$ cat config.mk
export PLATFORM = sky130hd
export DESIGN_NAME = three_sensor_echo_ranging_sequencer
export DESIGN_NICKNAME = d
export VERILOG_FILES = /design/src/rtl/core/tser_pkg.sv /design/src/rtl/core/tser_dist.sv /design/src/rtl/core/three_sensor_echo_ranging_sequencer.sv
export SDC_FILE = /design/constraint.sdc
export NUM_CORES = 1
export LEC_CHECK = 0
export ABC_AREA = 1
export BUFFER_PORTS_ARGS = -buffer_cell sky130_fd_sc_hd__buf_2
export CAP_MARGIN = 20
export CORE_MARGIN = 3
export CORE_UTILIZATION = 35
export CTS_CLUSTER_DIAMETER = 120
export DETAILED_ROUTE_END_ITERATION = 10
export GPL_ROUTABILITY_DRIVEN = 0
export HOLD_SLACK_MARGIN = 0.15
export PLACE_DENSITY_LB_ADDON = 0.15
export RECOVER_POWER = 50
export SLEW_MARGIN = 30
export SYNTH_ARGS = -nofsm -noshare
export SYNTH_HDL_FRONTEND = slang
export SYNTH_SLANG_ARGS = --single-unit
export TNS_END_PERCENT = 10
$ cat constraint.sdc
create_clock -name clk -period 5.8 [get_ports clk]
set_clock_uncertainty 0.1 [all_clocks]
set_input_delay 1.16 -clock clk [delete_from_list [all_inputs] [get_ports clk]]
set_output_delay 1.16 -clock clk [all_outputs]
set_load 0.05 [all_outputs]
$ cat src/rtl/core/tser_pkg.sv
package tser_pkg;

  // Capture counter width used for ranging (at most the 16-bit field width).
  localparam int COUNT_WIDTH = 16;
  localparam int CNT_W       = (COUNT_WIDTH < 16) ? COUNT_WIDTH : 16;

  localparam int PERIOD_W      = 8;
  localparam int SENSOR_W      = 2;
  localparam int NUM_SENSORS   = 3;
  localparam int DIST_W        = 11;
  localparam int CAP_W         = 16;

  localparam logic [PERIOD_W-1:0] PERIOD_RESET = 8'd40;

  // distance = floor(count * 17 / 1000) = (count * ceil(17 * 2^31 / 1000)) >> 31,
  // exact for every count below 2^16.
  localparam int DIST_SHIFT   = 31;
  localparam int DIST_MULT_W  = 26;
  localparam logic [DIST_MULT_W-1:0] DIST_MULT = 26'd36507223;
  localparam int PROD_W       = DIST_SHIFT + DIST_W;

  typedef enum logic [1:0] {
    KIND_NONE  = 2'd0,
    KIND_CLEAR = 2'd1,
    KIND_DIST  = 2'd2,
    KIND_TRIG  = 2'd3
  } kind_t;

  typedef enum logic [SENSOR_W-1:0] {
    SENSOR_CENTER = 2'd0,
    SENSOR_LEFT   = 2'd1,
    SENSOR_RIGHT  = 2'd2
  } sensor_t;

endpackage

$ cat src/rtl/core/tser_dist.sv
module tser_dist (
  input  logic [tser_pkg::CNT_W-1:0]  count,
  output logic [tser_pkg::DIST_W-1:0] distance_cm
);
  import tser_pkg::*;

  logic [PROD_W-1:0] prod;

  // single constant multiply; the scaled reciprocal folds in the 17/1000
  assign prod        = PROD_W'(count) * PROD_W'(DIST_MULT);
  assign distance_cm = prod[DIST_SHIFT +: DIST_W];

endmodule

$ cat src/rtl/core/three_sensor_echo_ranging_sequencer.sv
// Round-robin sequencer for three ultrasonic echo ranging sensors
// (center, left, right).
// Input channel (in_valid / in_stall): one word per event, either a 1 ms
// tick (in_operation = 0) or an echo capture edge (in_operation = 1) for
// in_sensor with the microsecond count in in_captured_count.
// Result channel (out_valid / out_stall): exactly one word per input word:
// nothing, clear capture counter, distance ready, or trigger sensor.
// Config: cfg_wr_en / cfg_wr_data write the trigger period in ms; write it
// only while no word is in flight.
// Throughput: one word per cycle while out_stall does not hold a full
// result register; the input register feeds one pass of decode logic
// and a constant multiply into the result register.
// Stall: when out_stall holds a full result register, a full input
// register holds too, in_stall rises in the same cycle; nothing drops.
// Reset (rst_n low, synchronous): pipeline empty, ms counter zero, sensor
// index at center (so the first trigger goes to left), all echo flags
// clear, trigger period back to 40 ms.
module three_sensor_echo_ranging_sequencer (
  input  logic                          clk,
  input  logic                          rst_n,
  // config
  input  logic                          cfg_wr_en,
  input  logic [tser_pkg::PERIOD_W-1:0] cfg_wr_data,
  // input channel
  input  logic                          in_valid,
  output logic                          in_stall,
  input  logic                          in_operation,
  input  logic [tser_pkg::SENSOR_W-1:0] in_sensor,
  input  logic [tser_pkg::CAP_W-1:0]    in_captured_count,
  // result channel
  output logic                          out_valid,
  input  logic                          out_stall,
  output logic [1:0]                    out_result_kind,
  output logic [tser_pkg::SENSOR_W-1:0] out_result_sensor,
  output logic [tser_pkg::DIST_W-1:0]   out_distance_cm
);
  import tser_pkg::*;

  // ---- input register ----
  logic                   a_valid_r;
  logic                   a_op_r;
  logic [SENSOR_W-1:0]    a_sensor_r;
  logic [CNT_W-1:0]       a_count_r;

  // ---- result register ----
  logic                   out_valid_r;
  kind_t                  out_kind_r, out_kind_nxt;
  logic [SENSOR_W-1:0]    out_sensor_r, out_sensor_nxt;
  logic [DIST_W-1:0]      out_dist_r, out_dist_nxt;

  // ---- sequencer state ----
  logic [PERIOD_W-1:0]    period_r;
  logic [PERIOD_W-1:0]    ms_count_r, ms_count_nxt;
  logic [SENSOR_W-1:0]    cur_sensor_r, cur_sensor_nxt;
  logic [NUM_SENSORS-1:0] await_r, await_nxt;

  logic                   out_adv;   // result register can take a new word
  logic                   a_fire;    // input register word moves on
  logic                   in_fire;
  logic [PERIOD_W:0]      ms_inc;
  logic [SENSOR_W-1:0]    sensor_adv;
  logic [DIST_W-1:0]      dist_cm;

  assign out_adv  = !out_valid_r || !out_stall;
  assign a_fire   = a_valid_r && out_adv;
  assign in_stall = a_valid_r && !out_adv;
  assign in_fire  = in_valid && !in_stall;

  tser_dist u_dist (
    .count       (a_count_r),
    .distance_cm (dist_cm)
  );

  always_comb begin
    ms_inc     = {1'b0, ms_count_r} + 1'b1;
    sensor_adv = (cur_sensor_r == SENSOR_RIGHT) ? SENSOR_CENTER
                                                : cur_sensor_r + 1'b1;
  end

  // One pass over the held word: next sequencer state and the result.
  always_comb begin
    ms_count_nxt   = ms_count_r;
    cur_sensor_nxt = cur_sensor_r;
    await_nxt      = await_r;
    out_kind_nxt   = KIND_NONE;
    out_sensor_nxt = '0;
    out_dist_nxt   = '0;
    if (!a_op_r) begin
      // ms tick: trigger once the period is reached (or already passed)
      if (ms_inc >= {1'b0, period_r}) begin
        ms_count_nxt              = '0;
        cur_sensor_nxt            = sensor_adv;
        await_nxt[sensor_adv]     = 1'b0;
        out_kind_nxt              = KIND_TRIG;
        out_sensor_nxt            = sensor_adv;
      end else begin
        ms_count_nxt = ms_inc[PERIOD_W-1:0];
      end
    end else if (a_sensor_r < SENSOR_W'(NUM_SENSORS)) begin
      // echo edges alternate: first clears the counter, second ranges
      out_sensor_nxt = a_sensor_r;
      if (!await_r[a_sensor_r]) begin
        await_nxt[a_sensor_r] = 1'b1;
        out_kind_nxt          = KIND_CLEAR;
      end else begin
        await_nxt[a_sensor_r] = 1'b0;
        out_kind_nxt          = KIND_DIST;
        out_dist_nxt          = dist_cm;
      end
    end
    // unused sensor code: capture edge dropped, a KIND_NONE word reported
  end

  // control registers
  always_ff @(posedge clk) begin
    if (!rst_n) begin
      a_valid_r    <= 1'b0;
      out_valid_r  <= 1'b0;
      period_r     <= PERIOD_RESET;
      ms_count_r   <= '0;
      cur_sensor_r <= SENSOR_CENTER;
      await_r      <= '0;
    end else begin
      if (cfg_wr_en) begin
        period_r <= cfg_wr_data;
      end
      if (in_fire) begin
        a_valid_r <= 1'b1;
      end else if (a_fire) begin
        a_valid_r <= 1'b0;
      end
      if (out_adv) begin
        out_valid_r <= a_valid_r;
      end
      if (a_fire) begin
        ms_count_r   <= ms_count_nxt;
        cur_sensor_r <= cur_sensor_nxt;
        await_r      <= await_nxt;
      end
    end
  end

  // payload registers
  always_ff @(posedge clk) begin
    if (in_fire) begin
      a_op_r     <= in_operation;
      a_sensor_r <= in_sensor;
      a_count_r  <= in_captured_count[CNT_W-1:0];
    end
    if (a_fire) begin
      out_kind_r   <= out_kind_nxt;
      out_sensor_r <= out_sensor_nxt;
      out_dist_r   <= out_dist_nxt;
    end
  end

  assign out_valid         = out_valid_r;
  assign out_result_kind   = out_kind_r;
  assign out_result_sensor = out_sensor_r;
  assign out_distance_cm   = out_dist_r;

endmodule

==> results.json, run 1 <==
{
  "run_status": "finished with violations",
  "violations": "max-capacitance violations, max-slew violations",
  "period_share_pct": 95.6,
  "synth_cells": 1121,
  "synth-seq-area-share_pct": 15.5,
  "path_class": "flip-flop to flip-flop",
  "clock_latency_ns": 0.35,
  "h-tree-depth": 3,
  "viasPerCell": 4.79,
  "post-dp-hpwl_microns": 23300,
  "syn-cell-area_sq_um": 9580,
  "antenna_cells": 0,
  "clkSlewWorstSetupHoldPaths_ns": 0.06,
  "seqPwrFrac_pct": 7.7,
  "rsz0062_at_grt": "true",
  "cp_max_fo": 6,
  "netlist-cell-type-count": 42,
  "grt_max_degree": 20,
  "worstMarginPinSlew_ns": 1.75,
  "slew_headroom_pct": -16.9,
  "core-area_sq_um": 26500,
  "critPathMostFrequentCell": "fa_1",
  "vias": 7410,
  "min_path_type": "flip-flop to flip-flop",
  "fin_cells": 1547,
  "critPathBufInv": 5,
  "grtUsageTotal_pct": 19.0,
  "finalHoldViolations": 0,
  "nets": 1549,
  "drtPass1Iterations": 5,
  "area_delta_synth_final_pct": 11.7,
  "io_pins": 49,
  "grt_pass1_vias": 7725,
  "syn_avg_cell_area_sq_um": 8.55,
  "async_reset_ff_share_pct": 0,
  "antenna_found_initial": 0,
  "cts_buffers": 9,
  "synth_ff_type": "edfxtp_1",
  "cellPowerDensity_nw_per_um2": 576,
  "crit_chain": "buf_4, fa_1, inv_1, fa_1, fa_1, fa_1, inv_1, fa_1, fa_1, ha_1, nand2_1, o21ai_0, inv_1, nand2_1, inv_1, nand2_1, nand3b_1, nand3_1, nand2_1, nor2_1",
  "die_y_microns": 171,
  "clkPwrFrac_pct": 8.1,
  "placed_cells": 1529,
  "yosysTopAreaCell": "fa_1",
  "ant_nets": 0,
  "p_sw_mw": 3.54,
  "p_comb_share_pct": 84.2,
  "synth_commonest_cells": "264 x inv_1, 185 x ha_1, 177 x nand2_1",
  "drt-total-wl_microns": 26000,
  "setup_viol": 0,
  "cts_max_path_buffers": 2,
  "cts_tree": "built",
  "dieArea_sq_um": 29400,
  "synth-seq-cells": 57,
  "grt_pass1_wl_microns": 42200,
  "drive_above_1_share_pct": 9.74,
  "grt.overflow.total": 0,
  "yosys-top-cells-area": "fa_1 26%, ha_1 24%, edfxtp_1 11%",
  "root_buffer": "clkbuf_16",
  "ys_warn_count": 0,
  "core.rowCount": 59,
  "synth_edf_count": 34,
  "synth_nets": 1463,
  "worstPathRequired_ns": 5.87,
  "vdd_drop_max_uv": 350,
  "power.leakage_nw": 5.63,
  "initial_core_util_pct": 36.2,
  "power.internal_mw": 2.63,
  "fp.dieW_microns": 171,
  "port_buffers": 48,
  "cpMaxStageDelayCell": "fa_1",
  "totalPowerFinal_mw": 6.17,
  "maxSlewViolCount": 18,
  "wl_per_cell_microns": 16.8,
  "drtIter0Drc": 441,
  "yosysTopAreaCellShare_pct": 26.1,
  "synth.most_common_cell": "inv_1",
  "slowest_delay_ns": 0.56,
  "crit_family": "adder cells",
  "fmax_ghz": 0.180,
  "startpoint_type": "flip-flop",
  "cts.sinks": 57,
  "max_cap_violations": 1,
  "nFillCells": 2733,
  "worstPathArrival_ns": 5.62,
  "drc": 0,
  "switching_share_pct": 57.4,
  "cp-end-kind": "flip-flop",
  "min_period_ns": 5.55
}
[final timing paths]
| check | slack [ns] | endpoint | start | cells past startpoint |
|---|---|---|---|---|
| max | 0.25 | out_distance_cm[1]$_SDFFCE_PN0P_ | a_count_r[15]$_DFFE_PP_ | 20 |
| min | 0.38 | cur_sensor_r[0]$_SDFFE_PN0P_ | cur_sensor_r[0]$_SDFFE_PN0P_ | 2 |
| max reg2reg | 0.25 | out_distance_cm[1]$_SDFFCE_PN0P_ | a_count_r[15]$_DFFE_PP_ | 20 |
| min reg2reg | 0.38 | cur_sensor_r[0]$_SDFFE_PN0P_ | cur_sensor_r[0]$_SDFFE_PN0P_ | 2 |
[flip-flops by register name, indices dropped and copies added (netlist names), named ones only]
signal             cells
a_valid_r              1
a_op_r                 1
a_count_r             16
out_result_sensor      2
cur_sensor_r           2
out_distance_cm       11
out_valid              1
out_result_kind        2
ms_count_r             8
a_sensor_r             2
period_r               8
[metrics by stage]
step           area [sq um]  TNS [ns]  hold slack [ns]  util [%]  setup WS [ns]
3_3_place_gp          10400         0            0.361      39.4          0.267
4_1_cts               10700         0            0.374      40.4          0.242
5_1_grt               10700   -0.0233            0.405      40.4        -0.0221
6_report              10700         0            0.375      40.4          0.255
3_5_place_dp          10400         0            0.364      39.4          0.240
2_1_floorplan          9580         0            0.340         -          0.677
[logic make-up (layout without fill, tap and decap cells)]
family	Yosys count	in the layout	share of synthesized area (%)
flops	57	57	15.5
simple gates	339	339	15.3
xor+xnor	4	4	0.444
compound gates	133	133	7.50
buf+inv	278	369	11.0
fa+ha+maj	310	310	50.3
[worst register-to-register path: stages, from the launching register on]
cell and delay [ns]:
edfxtp_1 0.42, buf_4 0.20, fa_1 0.51, inv_1 0.06, fa_1 0.49, fa_1 0.56, fa_1 0.55, inv_1 0.06
fa_1 0.50, fa_1 0.49, ha_1 0.34, nand2_1 0.10, o21ai_0 0.24, inv_1 0.06, nand2_1 0.13, inv_1 0.06
nand2_1 0.06, nand3b_1 0.12, nand3_1 0.11, nand2_1 0.05, nor2_1 0.17
[routing by layer]
layer / up-vias / wire length [microns] / part of all wire (%) / GRT usage (%)
met1: 3588 / 12600 / 49 / 26.6
met5: - / 0 / 0 / 0
met2: 116 / 12100 / 47 / 31.9
met4: 0 / 329 / 1.3 / 4.27
li1: 3695 / - / - / -
met3: 11 / 907 / 3.5 / 1.82
[cell usage in the layout, fill, tap and decap left out, types with 2 or more instances in the layout]
cell type,synthesis,layout
a21oi_1,75,76
nor2_1,85,84
a31oi_1,3,3
nand2_2,9,9
nor3_1,9,9
o21ai_1,7,8
o21a_1,3,3
a21o_1,3,3
clkinv_2,0,3
o21bai_1,6,6
inv_1,264,264
or2_1,2,2
buf_4,0,32
fa_1,125,125
nand4_1,8,8
buf_2,1,35
xor2_1,2,2
nor3_2,3,3
nor2_2,5,6
clkbuf_1,3,14
nand2_1,177,177
inv_2,9,9
ha_1,185,184
nand3b_1,2,2
clkbuf_16,0,9
edfxtp_1,34,34
nor2_4,3,3
nand3_1,29,29
o21ai_0,31,30
dfxtp_1,23,23
[final cells by class]
cell class	instances	area (sq um)	area share [%]
timing repair buffer	80	464	4.34
inverter	273	1020	9.58
clock buffer	10	229	2.14
sequential	57	1480	13.8
tap	335	419	3.92
multi-input combinational	786	7050	65.9
clock inverter	6	33.8	0.316
[power groups by stage]
stage	clock [mW]	combinational [mW]	sequential, mW
2_1_floorplan	0	3.63	0.498
3_3_place_gp	0	5.22	0.483
3_5_place_dp	0	5.20	0.484
4_1_cts	0.515	5.24	0.475
5_1_grt	0.530	5.98	0.477
6_report	0.500	5.20	0.474
[repair_timing]
action                                  4_1_cts  5_1_grt
resized for setup                             0        3
buffers inserted                              0        2
endpoints found under the setup margin        0        7
hold buffers                                  0        0
Power figures use the tool's default switching activity.
==> run 2: changes to the inputs <==
--- a/config.mk
+++ b/config.mk
@@ -10,6 +10,7 @@
 export CAP_MARGIN = 20
 export CORE_MARGIN = 3
 export CORE_UTILIZATION = 35
+export CTS_BUF_LIST = sky130_fd_sc_hd__clkbuf_8 sky130_fd_sc_hd__clkbuf_16
 export CTS_CLUSTER_DIAMETER = 120
 export DETAILED_ROUTE_END_ITERATION = 10
 export GPL_ROUTABILITY_DRIVEN = 0
==> results.json, run 2 (same netlist as run 1, synthesis figures left out) <==
{
  "largest_reg_flops": 16,
  "drtPass1Iterations": 5,
  "post-dp-hpwl_microns": 23300,
  "cts_buffers": 9,
  "worstMarginPinSlew_ns": 1.75,
  "design_area_sq_um": 10700,
  "totalPowerFinal_mw": 6.17,
  "min_path_type": "flip-flop to flip-flop",
  "vdd_drop_max_uv": 350,
  "io_pins": 49,
  "reg2reg_depth": 20,
  "final_common_cell": "inv_1",
  "fp.dieW_microns": 171,
  "drc": 0,
  "whs_endpoint": "cur_sensor_r[0]$_SDFFE_PN0P_",
  "violations": "max-capacitance violations, max-slew violations",
  "timing.rr.start": "a_count_r[15]$_DFFE_PP_",
  "cp-end-kind": "flip-flop",
  "nFillCells": 2733,
  "drt-total-wl_microns": 26000,
  "cellPowerDensity_nw_per_um2": 576,
  "fmax_ghz": 0.180,
  "power.leakage_nw": 5.63,
  "holdWs_ns": 0.375,
  "grt_max_degree": 20,
  "startpoint_type": "flip-flop",
  "antenna_found_initial": 0,
  "top_register": "a_count_r",
  "cp_max_fo": 6,
  "area_delta_synth_final_pct": 11.7,
  "cts.sinks": 57,
  "initial_core_util_pct": 36.2,
  "r2r_end": "out_distance_cm[1]$_SDFFCE_PN0P_",
  "grt.overflow.total": 0,
  "slew_headroom_pct": -16.9,
  "vias": 7410,
  "port_buffers": 48,
  "drtIter0Drc": 444,
  "antenna_cells": 0,
  "run_status": "finished with violations",
  "die_y_microns": 171,
  "dieArea_sq_um": 29400,
  "max_cap_violations": 1,
  "ant_nets": 0,
  "worstPathRequired_ns": 5.87,
  "wl_per_cell_microns": 16.8,
  "core-area_sq_um": 26500,
  "min_path_cells": 2,
  "maxSlewViolCount": 18,
  "drive_above_1_share_pct": 9.74,
  "grtUsageTotal_pct": 19.0,
  "worstPathArrival_ns": 5.62,
  "grt_pass1_wl_microns": 42200,
  "min_from": "cur_sensor_r[0]$_SDFFE_PN0P_",
  "final_cell_mix": "265 x inv_1, 184 x ha_1, 177 x nand2_1",
  "root_buffer": "clkbuf_16",
  "r2r_slack_ns": 0.25,
  "h-tree-depth": 3,
  "min_period_ns": 5.55,
  "cts_tree": "built",
  "period_share_pct": 95.6,
  "grt_pass1_vias": 7725,
  "clkSlewWorstSetupHoldPaths_ns": 0.06,
  "final_util_pct": 40.4,
  "setup_viol": 0,
  "nets": 1549,
  "clock_latency_ns": 0.35,
  "finalHoldViolations": 0,
  "placed_area_sq_um": 10400,
  "cts_max_path_buffers": 2,
  "rsz0062_at_grt": "true",
  "core.rowCount": 59,
  "path_class": "flip-flop to flip-flop",
  "viasPerCell": 4.79
}
-- run 2: worst max-delay path, stage by stage, from the launching register on --
cell	delay, ns
edfxtp_1	0.42
buf_4	0.20
fa_1	0.51
inv_1	0.06
fa_1	0.49
fa_1	0.56
fa_1	0.55
inv_1	0.05
fa_1	0.50
fa_1	0.49
ha_1	0.34
nand2_1	0.10
o21ai_0	0.24
inv_1	0.06
nand2_1	0.13
inv_1	0.05
nand2_1	0.06
nand3b_1	0.12
nand3_1	0.11
nand2_1	0.05
nor2_1	0.17
-- run 2: how the worst max path moves through the flow --
stage	startpoint	end	slack, ns	cells past startpoint
2_1_floorplan	a_count_r[14]$_DFFE_PP_	out_distance_cm[10]$_SDFFCE_PN0P_	0.68	19
3_3_place_gp	a_count_r[13]$_DFFE_PP_	out_distance_cm[3]$_SDFFCE_PN0P_	0.27	16
3_5_place_dp	a_count_r[13]$_DFFE_PP_	out_distance_cm[1]$_SDFFCE_PN0P_	0.24	17
4_1_cts	a_count_r[14]$_DFFE_PP_	out_distance_cm[1]$_SDFFCE_PN0P_	0.24	18
5_1_grt	a_count_r[15]$_DFFE_PP_	out_distance_cm[3]$_SDFFCE_PN0P_	-0.02	17
6_report	a_count_r[15]$_DFFE_PP_	out_distance_cm[1]$_SDFFCE_PN0P_	0.25	20
-- run 2: timing repair --
action	in CTS	in global routing
buffers inserted	0	2
resized for setup	0	3
setup endpoints to repair	0	7
hold buffers	0	0
-- run 2: layer usage --
layer | GRT usage [%] | part of all wire, % | wire length (microns)
met4 | 4.27 | 1.3 | 329
met5 | 0 | 0 | 0
met2 | 31.9 | 47 | 12100
met1 | 26.6 | 49 | 12600
met3 | 1.82 | 3.5 | 906
-- run 2: cell type report --
type | instances | area, sq um | area share [%]
flip-flops and latches | 57 | 1480 | 13.8
well taps | 335 | 419 | 3.92
clock buffers | 9 | 225 | 2.10
inverters | 273 | 1020 | 9.58
clock inverters | 7 | 37.5 | 0.351
multi-input cells | 786 | 7050 | 65.9
repair buffers | 80 | 464 | 4.34
-- run 2: metrics by stage --
step                      setup WS [ns]  cells  setup TNS [ns]
after detailed placement          0.240   1529               0
final                             0.255   1547               0
after global routing            -0.0221   1547         -0.0230
after CTS                         0.241   1545               0
after floorplan                   0.677   1121               0
after global placement            0.267   1529               0
-- run 2: power breakdown --
group | internal (mW) | leakage (nW) | switching (mW)
clock network | 0.285 | 0.138 | 0.214
registers | 0.451 | 0.515 | 0.0226
logic | 1.89 | 4.98 | 3.31
==> run 3: changes to the inputs <==
==> constraint.sdc (replaced) <==
create_clock -name clk -period 7.16 [get_ports clk]
set_clock_uncertainty 0.1 [all_clocks]
set_input_delay 1.432 -clock clk [delete_from_list [all_inputs] [get_ports clk]]
set_output_delay 1.432 -clock clk [all_outputs]
set_load 0.05 [all_outputs]
==> results.json, run 3 (same netlist as run 1, synthesis figures left out) <==
{
  "slowest_delay_ns": 0.76,
  "nets": 1518,
  "cellPowerDensity_nw_per_um2": 467,
  "drtPass1Iterations": 5,
  "nFillCells": 2714,
  "finalSetupTns_ns": 0,
  "violations": "max-capacitance violations, max-slew violations",
  "grtUsageTotal_pct": 18.6,
  "cts_buffers": 9,
  "run_status": "finished with violations",
  "top_register": "a_count_r",
  "cp_max_fo": 9,
  "die_y_microns": 171,
  "setup_viol": 0,
  "fin_cells": 1516,
  "period_share_pct": 81.7,
  "cts_max_path_buffers": 2,
  "post-dp-hpwl_microns": 22600,
  "maxSlewViolCount": 18,
  "root_buffer": "clkbuf_16",
  "min_path_type": "flip-flop to flip-flop",
  "placed_cells": 1500,
  "crit_chain": "inv_1, ha_1, fa_1, inv_1, fa_1, fa_1, inv_1, fa_1, fa_1, inv_1, ha_1, a21oi_1, o21ai_0, a21oi_1, o21ai_0, a21oi_1, nand2_1, nand2_1, nor2_1",
  "top_layer": "met4",
  "cts.sinks": 57,
  "slew_headroom_pct": -26.1,
  "final_cell_mix": "265 x inv_1, 185 x ha_1, 177 x nand2_1",
  "critPathMostFrequentCell": "fa_1",
  "cp-end-kind": "flip-flop",
  "finalHoldViolations": 0,
  "wl_per_cell_microns": 16.9,
  "vias": 7366,
  "core-area_sq_um": 26500,
  "worstPathRequired_ns": 7.15,
  "initial_core_util_pct": 36.2,
  "final_common_cell": "inv_1",
  "max_cap_violations": 1,
  "dieArea_sq_um": 29400,
  "grt_pass1_wl_microns": 41800,
  "vdd_drop_max_uv": 274,
  "ctsResizeCount": 0,
  "post_cts_buffers": 0,
  "drtIter0Drc": 378,
  "antenna_cells": 0,
  "antenna_found_initial": 0,
  "ant_nets": 0,
  "fp.dieW_microns": 171,
  "cpMaxStageDelayCell": "edfxtp_1",
  "power.leakage_nw": 5.51,
  "wl_met1_microns": 12100,
  "startpoint_type": "flip-flop",
  "rsz0062_at_grt": "false",
  "worstPathArrival_ns": 5.84,
  "cts_hold_buf": 0,
  "drive_above_1_share_pct": 7.28,
  "min_period_ns": 5.85,
  "fmax_ghz": 0.171,
  "grt_pass1_vias": 7771,
  "drt-total-wl_microns": 25700,
  "wl_met3_microns": 921,
  "port_buffers": 48,
  "h-tree-depth": 3,
  "core.rowCount": 59,
  "io_pins": 49,
  "path_class": "flip-flop to flip-flop",
  "worstMarginPinSlew_ns": 1.89,
  "grt_max_degree": 20,
  "grt.overflow.total": 0,
  "drc": 0,
  "cts_tree": "built",
  "largest_reg_flops": 16,
  "clock_latency_ns": 0.33,
  "viasPerCell": 4.86,
  "clkSlewWorstSetupHoldPaths_ns": 0.06,
  "wl_met2_microns": 12200,
  "area_delta_synth_final_pct": 9.82
}
-- run 3: final timing paths --
path                                  from                                to  slack (ns)  cells after the start
setup / recovery    a_count_r[5]$_DFFE_PP_  out_distance_cm[0]$_SDFFCE_PN0P_        1.31                     19
hold / removal    period_r[2]$_SDFFE_PN0P_          period_r[2]$_SDFFE_PN0P_        0.38                      2
setup reg to reg    a_count_r[5]$_DFFE_PP_  out_distance_cm[0]$_SDFFCE_PN0P_        1.31                     19
hold reg to reg   period_r[2]$_SDFFE_PN0P_          period_r[2]$_SDFFE_PN0P_        0.38                      2
-- run 3: power breakdown --
part / switching (mW) / internal (mW)
Sequential: 0.0252 / 0.366
Combinational: 2.63 / 1.41
Clock: 0.167 / 0.312
-- run 3: final cells by class --
cell class / count / area (sq um) / area share (%)
clock buffers: 10 / 239 / 2.27
clock inverters: 6 / 81.3 / 0.773
inverters: 273 / 1020 / 9.74
multi-input cells: 786 / 7040 / 66.9
flip-flops and latches: 57 / 1480 / 14.1
well taps: 335 / 419 / 3.98
repair buffers: 49 / 233 / 2.21
-- run 3: per-layer routing --
layer  up-vias  global-route usage [%]
met5         -                       0
met4         0                    4.34
met3        23                    1.91
met2       145                    31.8
met1      3575                    25.4
li1       3623                       -
-- run 3: worst max-delay path: cells and delay by family, from the launching register on --
kind                     cells  cell delay (ns)
adder cells (fa/ha/maj)      7             3.22
AND/OR/NAND/NOR              3             0.17
flip-flops                   1             0.76
buffers and inverters        4             0.36
AO/OA/AOI/OAI                5             1.00
-- run 3: per-stage QoR --
stage                     utilization (%)  cell area (sq um)  hold WS [ns]  total power, mW  setup slack [ns]
after detailed placement             38.6              10200         0.374             4.46              1.32
after floorplan                         -               9580         0.340             3.35              2.04
after CTS                            39.8              10500         0.385             4.98              1.30
final                                39.7              10500         0.378             4.91              1.31
after global placement               38.6              10200         0.367             4.50              1.32
after global routing                 39.7              10500         0.412             5.58             0.961
